### src/rtl/tufg_pkg.sv
// Package for the texture upload footprint generator.
// Holds the field widths, the register map, and the command and status types.
// It depends on nothing else.
package tufg_pkg;

	localparam int MAX_MIPS_DEF = 15;
	localparam int DIV_W        = 48;
	localparam int DVS_W        = 18;
	localparam int OFS_W        = 48;

	localparam logic [4:0]  BB_RST = 5'd4;
	localparam logic [3:0]  BW_RST = 4'd1;
	localparam logic [3:0]  BH_RST = 4'd1;
	localparam logic [16:0] OA_RST = 17'd512;
	localparam logic [16:0] PA_RST = 17'd256;

	// Register indexes (byte address / 4)
	typedef enum logic [2:0] {
		REG_BB = 3'd0,
		REG_BW = 3'd1,
		REG_BH = 3'd2,
		REG_OA = 3'd3,
		REG_PA = 3'd4
	} reg_idx_t;

	// Which operand pair the shared divider is working on
	typedef enum logic [2:0] {
		DS_EFF = 3'd0,
		DS_W   = 3'd1,
		DS_H   = 3'd2,
		DS_P   = 3'd3,
		DS_O   = 3'd4
	} div_sel_t;

	typedef struct packed {
		logic [4:0]  block_bytes;
		logic [3:0]  block_texel_width;
		logic [3:0]  block_texel_height;
		logic [16:0] offset_alignment;
		logic [16:0] pitch_alignment;
	} cfg_t;

	typedef struct packed {
		logic     load;
		logic     div_start;
		div_sel_t div_sel;
		logic     mul;
		logic     surf;
		logic     add;
		logic     advance;
	} cmd_t;

	typedef struct packed {
		logic div_done;
		logic cnt_zero;
		logic last;
	} status_t;

endpackage

### src/rtl/tufg_div.sv
// Iterative restoring divider, one quotient bit per cycle.
// Uses tufg_pkg for the operand widths.
module tufg_div (
	input  logic                       clk,
	input  logic                       arst_n,
	input  logic                       start,
	input  logic [tufg_pkg::DIV_W-1:0] dividend,
	input  logic [tufg_pkg::DVS_W-1:0] divisor,
	output logic                       done,
	output logic [tufg_pkg::DIV_W-1:0] quo,
	output logic [tufg_pkg::DVS_W-1:0] rem
);
	import tufg_pkg::*;

	localparam int CNT_W = $clog2(DIV_W + 1);

	logic [DIV_W-1:0] q_q;
	logic [DVS_W-1:0] r_q;
	logic [DVS_W-1:0] d_q;
	logic [CNT_W-1:0] cnt_q;
	logic             done_q;
	logic [DVS_W:0]   trial;
	logic             take;

	// shift in the next dividend bit and try a subtract
	assign trial = {r_q, q_q[DIV_W-1]};
	assign take  = trial >= {1'b0, d_q};

	always_ff @(posedge clk or negedge arst_n) begin
		if (!arst_n) begin
			cnt_q  <= '0;
			done_q <= 1'b0;
		end else begin
			done_q <= 1'b0;
			if (start) begin
				cnt_q <= CNT_W'(DIV_W);
			end else if (cnt_q != '0) begin
				cnt_q <= cnt_q - 1'b1;
				if (cnt_q == CNT_W'(1)) begin
					done_q <= 1'b1;
				end
			end
		end
	end

	always_ff @(posedge clk) begin
		if (start) begin
			q_q <= dividend;
			r_q <= '0;
			d_q <= divisor;
		end else if (cnt_q != '0) begin
			q_q <= {q_q[DIV_W-2:0], take};
			r_q <= take ? DVS_W'(trial - {1'b0, d_q}) : trial[DVS_W-1:0];
		end
	end

	assign done = done_q;
	assign quo  = q_q;
	assign rem  = r_q;

endmodule

### src/rtl/tufg_ctrl.sv
// Controller: sequences the divisions, multiplies and record hand-off per mip.
// Uses tufg_pkg for the command and status types.
module tufg_ctrl (
	input  logic              clk,
	input  logic              arst_n,
	input  logic              s_tvalid,
	output logic              s_tready,
	output logic              m_tvalid,
	input  logic              m_tready,
	input  tufg_pkg::status_t st,
	output tufg_pkg::cmd_t    cmd
);
	import tufg_pkg::*;

	typedef enum logic [6:0] {
		S_IDLE   = 7'b0000001,
		S_DSTART = 7'b0000010,
		S_DWAIT  = 7'b0000100,
		S_MUL    = 7'b0001000,
		S_SURF   = 7'b0010000,
		S_ADD    = 7'b0100000,
		S_EMIT   = 7'b1000000
	} state_t;

	state_t   state_q, state_d;
	div_sel_t phase_q, phase_d;

	// next state
	always_comb begin
		state_d = state_q;
		phase_d = phase_q;
		case (state_q)
			S_IDLE: begin
				if (s_tvalid) begin
					state_d = S_DSTART;
					phase_d = DS_EFF;
				end
			end
			S_DSTART: state_d = S_DWAIT;
			S_DWAIT: begin
				if (st.div_done) begin
					state_d = S_DSTART;
					case (phase_q)
						DS_EFF: begin
							phase_d = DS_W;
							if (st.cnt_zero) state_d = S_IDLE;
						end
						DS_W:    phase_d = DS_H;
						DS_H:    phase_d = DS_P;
						DS_P:    phase_d = DS_O;
						DS_O:    state_d = S_MUL;
						default: state_d = S_IDLE;
					endcase
				end
			end
			S_MUL:  state_d = S_SURF;
			S_SURF: state_d = S_ADD;
			S_ADD:  state_d = S_EMIT;
			S_EMIT: begin
				if (m_tready) begin
					state_d = st.last ? S_IDLE : S_DSTART;
					phase_d = DS_W;
				end
			end
			default: state_d = S_IDLE;
		endcase
	end

	always_ff @(posedge clk or negedge arst_n) begin
		if (!arst_n) begin
			state_q <= S_IDLE;
			phase_q <= DS_EFF;
		end else begin
			state_q <= state_d;
			phase_q <= phase_d;
		end
	end

	// commands
	always_comb begin
		cmd           = '0;
		cmd.div_sel   = phase_q;
		cmd.load      = (state_q == S_IDLE) && s_tvalid;
		cmd.div_start = state_q == S_DSTART;
		cmd.mul       = state_q == S_MUL;
		cmd.surf      = state_q == S_SURF;
		cmd.add       = state_q == S_ADD;
		cmd.advance   = (state_q == S_EMIT) && m_tready;
	end

	assign s_tready = state_q == S_IDLE;
	assign m_tvalid = state_q == S_EMIT;

endmodule

### src/rtl/tufg_dp.sv
// Datapath: mip extents, running offset and total, and per-mip record fields.
// Uses tufg_pkg and instantiates the shared divider tufg_div.
module tufg_dp #(
	parameter int MAX_MIPS = tufg_pkg::MAX_MIPS_DEF
) (
	input  logic              clk,
	input  logic              arst_n,
	input  tufg_pkg::cfg_t    cfg,
	input  tufg_pkg::cmd_t    cmd,
	input  logic [14:0]       in_width,
	input  logic [14:0]       in_height,
	input  logic [11:0]       in_depth,
	input  logic [3:0]        in_mips,
	input  logic [10:0]       in_layer,
	input  logic [47:0]       in_base,
	input  logic              in_start,
	output tufg_pkg::status_t st,
	output logic [14:0]       sub_index,
	output logic [47:0]       buffer_offset,
	output logic [31:0]       row_pitch,
	output logic [31:0]       row_bytes,
	output logic [31:0]       slice_pitch,
	output logic [14:0]       row_total,
	output logic [11:0]       slice_total,
	output logic [47:0]       running_total
);
	import tufg_pkg::*;

	localparam int CW = $clog2(MAX_MIPS + 1);

	logic [14:0]      w_q, h_q;
	logic [11:0]      d_q;
	logic [CW-1:0]    cnt_q, m_q;
	logic [14:0]      idx_base_q;
	logic [OFS_W-1:0] ro_q, tot_q;
	logic [DVS_W-1:0] eff_q;
	logic [31:0]      rb_q, pitch_q, slice_q;
	logic [14:0]      rows_q;
	logic [43:0]      surf_q;

	logic [DIV_W-1:0] dvd, quo;
	logic [DVS_W-1:0] dvs, rem;
	logic             done;
	logic             rem_nz;
	logic [DVS_W-1:0] bb_nz, bw_nz, bh_nz, pa_nz, oa_up;
	logic [16:0]      oa_nz;
	logic [4:0]       mips5, cnt5;
	logic [14:0]      ceil15;
	logic [DVS_W-1:0] fix;

	// effective register values, zero acting as one
	assign bb_nz = (cfg.block_bytes == '0) ? DVS_W'(1) : DVS_W'(cfg.block_bytes);
	assign bw_nz = (cfg.block_texel_width == '0) ? DVS_W'(1) : DVS_W'(cfg.block_texel_width);
	assign bh_nz = (cfg.block_texel_height == '0) ? DVS_W'(1) : DVS_W'(cfg.block_texel_height);
	assign pa_nz = (cfg.pitch_alignment == '0) ? DVS_W'(1) : DVS_W'(cfg.pitch_alignment);
	assign oa_nz = (cfg.offset_alignment == '0) ? 17'd1 : cfg.offset_alignment;
	assign oa_up = (DVS_W'(oa_nz) + DVS_W'(3)) & ~DVS_W'(3);

	// divider operand select
	always_comb begin
		case (cmd.div_sel)
			DS_EFF:  begin dvd = DIV_W'(oa_up);   dvs = bb_nz; end
			DS_W:    begin dvd = DIV_W'(w_q);     dvs = bw_nz; end
			DS_H:    begin dvd = DIV_W'(h_q);     dvs = bh_nz; end
			DS_P:    begin dvd = DIV_W'(rb_q);    dvs = pa_nz; end
			DS_O:    begin dvd = ro_q;            dvs = eff_q; end
			default: begin dvd = '0;              dvs = DVS_W'(1); end
		endcase
	end

	tufg_div u_div (
		.clk      (clk),
		.arst_n   (arst_n),
		.start    (cmd.div_start),
		.dividend (dvd),
		.divisor  (dvs),
		.done     (done),
		.quo      (quo),
		.rem      (rem)
	);

	// round-up helpers: ceil quotient and pad to the next multiple
	assign rem_nz = rem != '0;
	assign ceil15 = quo[14:0] + 15'(rem_nz);
	assign fix    = rem_nz ? DVS_W'(dvs - rem) : '0;

	assign mips5 = {1'b0, in_mips};
	assign cnt5  = (mips5 > 5'(MAX_MIPS)) ? 5'(MAX_MIPS) : mips5;

	// item-level control registers
	always_ff @(posedge clk or negedge arst_n) begin
		if (!arst_n) begin
			ro_q  <= '0;
			tot_q <= '0;
			cnt_q <= '0;
			m_q   <= '0;
		end else begin
			if (cmd.load) begin
				cnt_q <= CW'(cnt5);
				m_q   <= '0;
				if (in_start) begin
					ro_q  <= in_base;
					tot_q <= '0;
				end
			end else if (done && cmd.div_sel == DS_O) begin
				ro_q  <= ro_q + OFS_W'(fix);
				tot_q <= tot_q + OFS_W'(fix);
			end else if (cmd.add) begin
				tot_q <= tot_q + OFS_W'(surf_q);
			end else if (cmd.advance) begin
				ro_q <= ro_q + OFS_W'(surf_q);
				m_q  <= m_q + 1'b1;
			end
		end
	end

	// payload registers
	always_ff @(posedge clk) begin
		if (cmd.load) begin
			w_q        <= in_width;
			h_q        <= in_height;
			d_q        <= in_depth;
			idx_base_q <= 15'(in_layer) * 15'(in_mips);
		end else if (cmd.advance) begin
			w_q <= (w_q[14:1] == '0) ? 15'd1 : {1'b0, w_q[14:1]};
			h_q <= (h_q[14:1] == '0) ? 15'd1 : {1'b0, h_q[14:1]};
			d_q <= (d_q[11:1] == '0) ? 12'd1 : {1'b0, d_q[11:1]};
		end
		if (done) begin
			case (cmd.div_sel)
				DS_EFF:  eff_q   <= oa_up + fix;
				DS_W:    rb_q    <= 32'(ceil15) * 32'(cfg.block_bytes);
				DS_H:    rows_q  <= ceil15;
				DS_P:    pitch_q <= rb_q + 32'(fix);
				default: ;
			endcase
		end
		if (cmd.mul) slice_q <= 32'(pitch_q * rows_q);
		if (cmd.surf) surf_q <= slice_q * d_q;
	end

	assign st.div_done = done;
	assign st.cnt_zero = cnt_q == '0;
	assign st.last     = (m_q + 1'b1) == cnt_q;

	assign sub_index     = idx_base_q + 15'(m_q);
	assign buffer_offset = ro_q;
	assign row_pitch     = pitch_q;
	assign row_bytes     = rb_q;
	assign slice_pitch   = slice_q;
	assign row_total     = rows_q;
	assign slice_total   = d_q;
	assign running_total = tot_q;

endmodule

### src/rtl/texture_upload_footprint_gen_core.sv
// Top level of the texture upload footprint generator: APB registers,
// stream ports, controller and datapath. Depends on tufg_pkg, tufg_ctrl, tufg_dp.
//
// Each input item describes one array layer of an image and produces one
// record per mip level (up to MAX_MIPS), the last flagged with m_tlast.
// The start flag in s_tuser reloads the running offset from base_offset and
// clears the running total before the layer is laid out. One item is worked
// on at a time; s_tready is high only when the block is idle. All rounding
// goes through one shared 48-step divider: an item takes one division for the
// offset alignment after the accept, then per mip four divisions, the slice
// multiply, surface multiply and total add steps, and the record hand-off.
// A record waits while m_tready is low; the next mip starts once it is taken.
// The user must write configuration over APB only while no item is in flight;
// the block itself does not enforce this.
module texture_upload_footprint_gen_core #(
	parameter int MAX_MIPS = tufg_pkg::MAX_MIPS_DEF
) (
	input  logic         clk,
	input  logic         arst_n,
	// APB configuration
	input  logic         psel,
	input  logic         penable,
	input  logic         pwrite,
	input  logic [4:0]   paddr,
	input  logic [31:0]  pwdata,
	output logic [31:0]  prdata,
	output logic         pready,
	// input stream
	input  logic         s_tvalid,
	output logic         s_tready,
	// image_width[14:0] image_height[29:15] image_depth[41:30] mip_count[45:42]
	// layer_count[57:46] layer_index[68:58] base_offset[116:69], zero pad
	input  logic [119:0] s_tdata,
	input  logic         s_tuser, // start_image
	// output stream
	output logic         m_tvalid,
	input  logic         m_tready,
	// subresource_index[14:0] buffer_offset[62:15] row_pitch[94:63]
	// row_bytes[126:95] slice_pitch[158:127] row_total[173:159]
	// slice_total[185:174] running_total[233:186], zero pad
	output logic [239:0] m_tdata,
	output logic         m_tlast  // last_mip
);
	import tufg_pkg::*;

	cfg_t    cfg_q;
	cmd_t    cmd;
	status_t st;
	logic [14:0] sub_idx, rows;
	logic [47:0] boff, rtot;
	logic [31:0] pitch, rbytes, spitch;
	logic [11:0] slices;
	reg_idx_t    ridx;

	assign ridx   = reg_idx_t'(paddr[4:2]);
	assign pready = 1'b1;

	// register writes
	always_ff @(posedge clk or negedge arst_n) begin
		if (!arst_n) begin
			cfg_q.block_bytes        <= BB_RST;
			cfg_q.block_texel_width  <= BW_RST;
			cfg_q.block_texel_height <= BH_RST;
			cfg_q.offset_alignment   <= OA_RST;
			cfg_q.pitch_alignment    <= PA_RST;
		end else if (psel && penable && pwrite) begin
			case (ridx)
				REG_BB:  cfg_q.block_bytes        <= pwdata[4:0];
				REG_BW:  cfg_q.block_texel_width  <= pwdata[3:0];
				REG_BH:  cfg_q.block_texel_height <= pwdata[3:0];
				REG_OA:  cfg_q.offset_alignment   <= pwdata[16:0];
				REG_PA:  cfg_q.pitch_alignment    <= pwdata[16:0];
				default: ;
			endcase
		end
	end

	// register reads
	always_comb begin
		case (ridx)
			REG_BB:  prdata = 32'(cfg_q.block_bytes);
			REG_BW:  prdata = 32'(cfg_q.block_texel_width);
			REG_BH:  prdata = 32'(cfg_q.block_texel_height);
			REG_OA:  prdata = 32'(cfg_q.offset_alignment);
			REG_PA:  prdata = 32'(cfg_q.pitch_alignment);
			default: prdata = '0;
		endcase
	end

	tufg_ctrl u_ctrl (
		.clk      (clk),
		.arst_n   (arst_n),
		.s_tvalid (s_tvalid),
		.s_tready (s_tready),
		.m_tvalid (m_tvalid),
		.m_tready (m_tready),
		.st       (st),
		.cmd      (cmd)
	);

	tufg_dp #(.MAX_MIPS(MAX_MIPS)) u_dp (
		.clk           (clk),
		.arst_n        (arst_n),
		.cfg           (cfg_q),
		.cmd           (cmd),
		.in_width      (s_tdata[14:0]),
		.in_height     (s_tdata[29:15]),
		.in_depth      (s_tdata[41:30]),
		.in_mips       (s_tdata[45:42]),
		.in_layer      (s_tdata[68:58]),
		.in_base       (s_tdata[116:69]),
		.in_start      (s_tuser),
		.st            (st),
		.sub_index     (sub_idx),
		.buffer_offset (boff),
		.row_pitch     (pitch),
		.row_bytes     (rbytes),
		.slice_pitch   (spitch),
		.row_total     (rows),
		.slice_total   (slices),
		.running_total (rtot)
	);

	assign m_tdata = {6'd0, rtot, slices, rows, spitch, rbytes, pitch, boff, sub_idx};
	assign m_tlast = st.last;

endmodule
### config.mk
export PLATFORM = sky130hd
export DESIGN_NAME = texture_upload_footprint_gen_core
export DESIGN_NICKNAME = d
export VERILOG_FILES = /design/src/rtl/tufg_pkg.sv /design/src/rtl/tufg_div.sv /design/src/rtl/tufg_ctrl.sv /design/src/rtl/tufg_dp.sv /design/src/rtl/texture_upload_footprint_gen_core.sv
export SDC_FILE = /design/constraint.sdc
export NUM_CORES = 2
export LEC_CHECK = 0
export BUFFER_PORTS_ARGS = -buffer_cell sky130_fd_sc_hd__buf_2
export CAP_MARGIN = 40
export CORE_MARGIN = 5
export CORE_UTILIZATION = 60
export DETAILED_ROUTE_END_ITERATION = 6
export PLACE_DENSITY_LB_ADDON = 0.3
export REMOVE_ABC_BUFFERS = 1
export SYNTH_ARGS = -nofsm -noshare
export SYNTH_HDL_FRONTEND = slang
export SYNTH_SLANG_ARGS = --single-unit
### constraint.sdc
create_clock -name clk -period 9.2 [get_ports clk]
set_input_delay 0 -clock clk [delete_from_list [all_inputs] [get_ports clk]]
set_output_delay 0 -clock clk [all_outputs]
set_load 0.005 [all_outputs]
# Word level (Yosys, flattened, before mapping)
# Index checks and enable logic that the tools add are counted.
[word_totals] out_inout_bits=276 word_cells=160 register_bits=470 in_bits=165
[op_classes] addsub=13 order_cmp=2 n_reduce_logical=38 n_mul=4 mux=52 eq_ne=25
[op_table] op="2-to-1 mux 48 bit" n=11
[op_table] op="case mux 48 bit (5 select lines)" n=1
[op_table] op="adder 48 x 18 -> 48 bit" n=2
[op_table] op="adder 48 x 44 -> 48 bit" n=2
[op_table] op="case mux 18 bit (5 select lines)" n=1
[op_table] op="case mux 17 bit (5 select lines)" n=1
[op_table] op="2-to-1 mux 15 bit" n=4
[op_table] op="case mux 7 bit (7 select lines)" n=1
[op_table] op="multiplier 32 x 12 -> 44 bit" n=1
[op_table] op="2-to-1 mux 18 bit" n=2
[op_table] op="subtractor 18 bit" n=2
[op_table] op="logical NOT 17 bit" n=2
[op_table] op="2-to-1 mux 17 bit" n=2
[op_table] op="multiplier 32 x 15 -> 32 bit" n=1
[op_table] op="logical NOT 14 bit" n=2
[op_table] op="2-to-1 mux 14 bit" n=2
[op_table] op="2-to-1 mux 4 bit" n=7
[op_table] op="2-to-1 mux 12 bit" n=2
[op_table] op="adder 20 x 18 -> 21 bit" n=1
[op_table] op="2-to-1 mux 7 bit" n=3
[op_table] op="case mux 7 bit (3 select lines)" n=1
[op_table] op="multiplier 15 x 5 -> 20 bit" n=1
[op_table] op="AND reduction 2 bit" n=10
[op_table] op="greater-or-equal comparator 19 x 18 -> 1 bit" n=1
[op_table] op="other kinds (44)" n=71

# Depth between registers and ports, before layout
[depth] word_depth=8 depth_mapped=36 mapped_depth_nobuf=33

# By module
# Synthesis repeated with hierarchy kept, for this count alone.
[unflattened] cells_unflattened=5522 area_unflattened_um2=52318.9
[by_module_without_submodules] mod="tufg_dp" area_each_um2=44387.6 instances=1 cells_per_inst=4854 seq_area_each_um2=8818.5
[by_module_without_submodules] mod="tufg_div" area_each_um2=4794.6 instances=1 cells_per_inst=409 seq_area_each_um2=2517.4
[by_module_without_submodules] mod="texture_upload_footprint_gen_core" area_each_um2=2344.7 instances=1 cells_per_inst=175 seq_area_each_um2=1182.4
[by_module_without_submodules] mod="tufg_ctrl" area_each_um2=792.0 instances=1 cells_per_inst=84 seq_area_each_um2=251.5

# Worst setup path before layout
# OpenSTA, ideal clock, no wires.
[synth_path] kind="register -> register" start="register u_ctrl.phase_q[0]" end="register u_dp.ro_q[47] (netlist: u_dp.buffer_offset[47])" t_arrival_ps=6496 path_slack_ps=2624 stages_incl_launch_ff=35 period_less_slack_ps=6576 n_path_buf=3 required_ps=9120 setup_ps=80 cell_sequence="dfrtp_1 > buf_1 > or2_2 > clkbuf_1 > nor2_1 > mux2i_1 > a211oi_1 > ha_1 > inv_1 > fa_1 > a21o_1 > a21oi_1 > o21ai_0 > a21oi_1 > nor2b_1 > o21a_1 > o21ai_0 > nand2b_1 > a21oi_1 > xor2_1 > nor2_1 > mux2_2 > ha_1 > buf_2 > a21o_1 > o311ai_2 > nand3_2 > a311oi_2 > o21ai_2 > a41oi_2 > o31ai_2 > a32oi_1 > and3b_1 > a31oi_1 > a2bb2oi_1"
[synth_between] elab_chain_cells=7 elab_cells_between_ends=15 classes_between="add/sub (2); eq/ne (5); mux (4); reduce/logical (4)"
[synth_rtl] element="start, declared" line="tufg_ctrl.sv:26" source="div_sel_t phase_q, phase_d;"
[synth_rtl] element="start signal, assigned" line="tufg_ctrl.sv:75" source="phase_q <= phase_d;"
[synth_rtl] element="== test 3 bit, or another cell as far along" line="tufg_dp.sv:61, tufg_dp.sv:105"
[synth_rtl] element="case mux 18 bit (5 select lines)" line="tufg_dp.sv:61" source="case (cmd.div_sel)"
[synth_rtl] element="subtractor 18 bit" line="tufg_dp.sv:85" source="assign fix = rem_nz ? DVS_W'(dvs - rem) : '0;"
[synth_rtl] element="2-to-1 mux 18 bit" line="tufg_dp.sv:85"
[synth_rtl] element="adder 48 x 18 -> 48 bit" line="tufg_dp.sv:106" source="ro_q <= ro_q + OFS_W'(fix);"
[synth_rtl] element="2-to-1 mux 48 bit" line="tufg_dp.sv:105" source="end else if (done && cmd.div_sel == DS_O) begin"
[synth_rtl] element="2-to-1 mux 48 bit" line="tufg_dp.sv:98" source="if (cmd.load) begin"
[synth_rtl] element="end signal, assigned" line="tufg_dp.sv:102" source="ro_q <= in_base;"
[synth_rtl] element="end signal, assigned" line="tufg_dp.sv:106"
[synth_rtl] element="end signal, assigned" line="tufg_dp.sv:111" source="ro_q <= ro_q + OFS_W'(surf_q);"
[synth_rtl] element="end, declared" line="tufg_dp.sv:35" source="logic [OFS_W-1:0] ro_q, tot_q;"
# Parallel ways exist; a longest one is shown, timed or not.
# A chain may end at the register's enable or synchronous reset.

# Worst setup path after layout
[layout_path] start="register cfg_q[16] in the netlist's numbering" end="register u_dp.tot_q[46] (netlist: u_dp.running_total[46])"
[layout_between] elab_chain_cells=8
[layout_rtl] element="start, declared" line="texture_upload_footprint_gen_core.sv:46" source="cfg_t cfg_q;"
[layout_rtl] element="logical NOT 17 bit" line="tufg_dp.sv:55" source="assign pa_nz = (cfg.pitch_alignment == '0) ? DVS_W'(1) : DVS_W'(cfg.pitch_alignment);"
[layout_rtl] element="2-to-1 mux 17 bit" line="tufg_dp.sv:55"
[layout_rtl] element="case mux 18 bit (5 select lines)" line="tufg_dp.sv:61"
[layout_rtl] element="named net u_dp.dvs[1]" line="tufg_dp.sv:42" source="logic [DVS_W-1:0] dvs, rem;"
[layout_rtl] element="subtractor 18 bit" line="tufg_dp.sv:85"
[layout_rtl] element="2-to-1 mux 18 bit" line="tufg_dp.sv:85"
[layout_rtl] element="adder 48 x 18 -> 48 bit" line="tufg_dp.sv:107" source="tot_q <= tot_q + OFS_W'(fix);"
[layout_rtl] element="2-to-1 mux 48 bit" line="tufg_dp.sv:105"
[layout_rtl] element="2-to-1 mux 48 bit" line="tufg_dp.sv:98"
[layout_rtl] element="end signal, assigned" line="tufg_dp.sv:107"
[layout_rtl] element="end signal, assigned" line="tufg_dp.sv:109" source="tot_q <= tot_q + OFS_W'(surf_q);"
[layout_rtl] element="end, declared" line="tufg_dp.sv:35"
# The timed path passes the listed nets, and every way through them passes these cells.

==> impl_metrics.ini <==
[cells_and_area]
layout.nets = 7051
final_layout_size_suffix_gt1_share_pct = 10.36
postLayoutCoreUtil_pct = 67.12
syn_to_final_growth_pct = 11.47
post-route-cell-area_um2 = 56970
finalNonFillerCells = 7100

[clock_tree]
numClockSinks = 459
clockBufferDepth = 3
clk-insertion-delay-late_ns = 0.64
numCtsBuffers = 54
clock-root-buffer = clkbuf_16
path_clk_slew_ns = 0.06
cts_tree = built
htree_levels = 2
postCtsSetupBuffers = 0

[setup_path]
crit_type = reg2reg
end_kind = flip-flop
worst-endpoint-arrival_ns = 8.92
cp_slowest_stage_delay_ns = 0.68
startpoint_type = flip-flop
cp_slowest_cell = a2111oi_0
path_max_fanout = 7
path_delay_family = compound AO/OA/AOI/OAI gates
worstPathRequired_ns = 9.68
cp_num_buf_inv = 0

[synthesis]
synth_top_flop_cell = edfxtp_1
async_flop_share_pct = 36.60
ys_types = 87
ys_warn_count = 0
seq_area_frac_synth_pct = 24.99
synth-seq-cells = 459
synth_edf_count = 273
syn_inst = 5560
synth_area_um2 = 51110
syn_area_per_cell_um2 = 9.192

[global_routing]
grt_pass1_wl_um = 237100
grt_pass1_vias = 42650
grt_overflow = 0
grt_start_max_net_pins = 68
antenna_found_initial = 10
track_usage_pct = 33.02

[placed_design]
dp_hpwl_um = 113900
place_area_um2 = 53740
port_buffers = 363
place_congestion = 0.9975
place_inst = 6863

[routing]
drt-wirelength-per-cell_um = 21.24
viasPerCell = 5.910
num_vias = 41960
antenna_left = 0
drt_pre_antenna_iters = 6
drt_iter0_drc = 3770
drc = 0
drt_wl_total_um = 150800

[timing]
fmax_mhz = 118.4
timing.final.crit_share_pct = 91.81
tns_ns = 0
rsz0062_at_grt = no
skew_ns = 0.04898
setup_viol = 0
period_needed_ns = 8.447
worst_slew_pin_slew_ns = 0.9415
drv_slew = 0
finalHoldViolCount = 0
slew_headroom_pct = 36.66

[floorplanning]
coreArea_um2 = 84880
rows = 107
die_area_um2 = 91120
die_w_um = 301.9
io_pins = 441
die_h_um = 301.9
initial_core_util_pct = 60.21

[flow_run]
cap_violations = 0

[run_status]
status = finished, final reports clean

[worst_hold_path]
hold_class = in2reg
[layer usage]
metal | vias to the layer above | routed length (µm) | track usage (%)
met5 | - | 0 | 0
met4 | 0 | 6149 | 11.49
met3 | 366 | 15540 | 6.632
met2 | 2043 | 69100 | 53.25
met1 | 20700 | 60040 | 45.08
li1 | 18850 | - | -
[flip-flops by register name, summed over array words and instances (netlist names), 18 cells and up]
name	count
cfg_q	47
u_dp.buffer_offset	48
u_dp.eff_q	18
u_dp.row_bytes	20
u_dp.row_pitch	21
u_dp.running_total	48
u_dp.slice_pitch	32
u_dp.surf_q	44
u_dp.u_div.d_q	18
u_dp.u_div.quo	48
u_dp.u_div.rem	18
[worst min-delay path: cells and delay by family]
family	cells	cell delay, ns
and+or+nand+nor	2	0.34
buffers and inverters	1	0.09
muxes	1	0.23
[cells in the mapped netlist (44+ instances only)]
| library cell | n | area (µm²) |
|---|---|---|
| a21o_1 | 112 | 840.8 |
| inv_1 | 658 | 2470 |
| fa_1 | 604 | 12090 |
| nor3_1 | 49 | 245.2 |
| dfrtp_1 | 162 | 4054 |
| ha_1 | 374 | 4679 |
| xnor2_1 | 197 | 1725 |
| mux2_2 | 64 | 720.7 |
| a21oi_1 | 291 | 1456 |
| nor2b_1 | 73 | 456.7 |
| nand2_1 | 950 | 3566 |
| a31oi_1 | 44 | 275.3 |
| o21ai_0 | 223 | 1116 |
| and3_1 | 47 | 294.0 |
| and2_1 | 301 | 1883 |
| clkbuf_1 | 240 | 900.9 |
| xor2_1 | 73 | 639.4 |
| edfxtp_1 | 273 | 8198 |
| nor2_1 | 197 | 739.5 |
| buf_4 | 45 | 337.8 |
| nand3_1 | 126 | 630.6 |
[cells in the final DEF (no fill, tap or decap), drive strengths merged, types with 32 or more instances in the layout]
cell	instances
nand2b	37
o21ai	228
nor3	49
and2	301
a21o	112
a22oi	32
nand3	127
edfxtp	273
a31oi	44
dlygate4sd3	132
and3	47
xnor2	197
buf	417
clkbuf	80
nand2	950
ha	374
xor2	73
a21oi	295
fa	604
inv	661
dfrtp	162
nor2b	73
conb	45
nor2	197
mux2	64
[repair_timing]
item / 4_1_cts / 5_1_grt
gates resized for setup: 0 / 0
endpoints found under the hold margin: 251 / 0
hold buffers: 133 / 0
[cells by family after synthesis]
logic type | Yosys count | synth area share, %
AOI/OAI and AO/OA | 936 | 11.50
xor gates and xnor gates | 270 | 4.627
adders and majority gates | 978 | 32.81
buffers and inverters | 960 | 7.383
DFF | 459 | 24.99
muxes | 72 | 1.567
other | 2 | 0.01469
and+or+nand+nor | 1883 | 17.11
[layout make-up]
class,instances,area [µm²]
fill,6794,27910
antenna,2,5.005
tap,1144,1431
timing repair buffer,549,3615
sequential,459,12770
inverter,660,2480
clock inverter,22,232.7
clock buffer,80,1648
multi-input combinational,4184,34790
[stage by stage]
step / hold slack, ns / setup WS [ns]
2_1_floorplan: -0.2956 / 2.063
3_3_place_gp: -0.01763 / 1.191
3_5_place_dp: -0.01065 / 1.052
4_1_cts: 0.03319 / 1.003
5_1_grt: 0.07482 / 0.04566
6_report: 0.06678 / 0.7533
[final timing paths]
check                                  startpoint  slack (ns)  cells after the start                     end
max                                     cfg_q[16]        0.75                     30  u_dp.running_total[46]
min                                       penable        0.07                      4               cfg_q[40]
max reg2reg                             cfg_q[16]        0.75                     30  u_dp.running_total[46]
min reg2reg                u_dp.running_total[47]        0.48                      1  u_dp.running_total[47]
max in group asynchronous                  arst_n        7.62                      6  u_dp.running_total[29]
min in group asynchronous                  arst_n        0.49                      3               cfg_q[34]
Power is left out: the tool's default activity adds up to more than one toggle a clock period on the data nets, which glitch-free logic cannot reach.
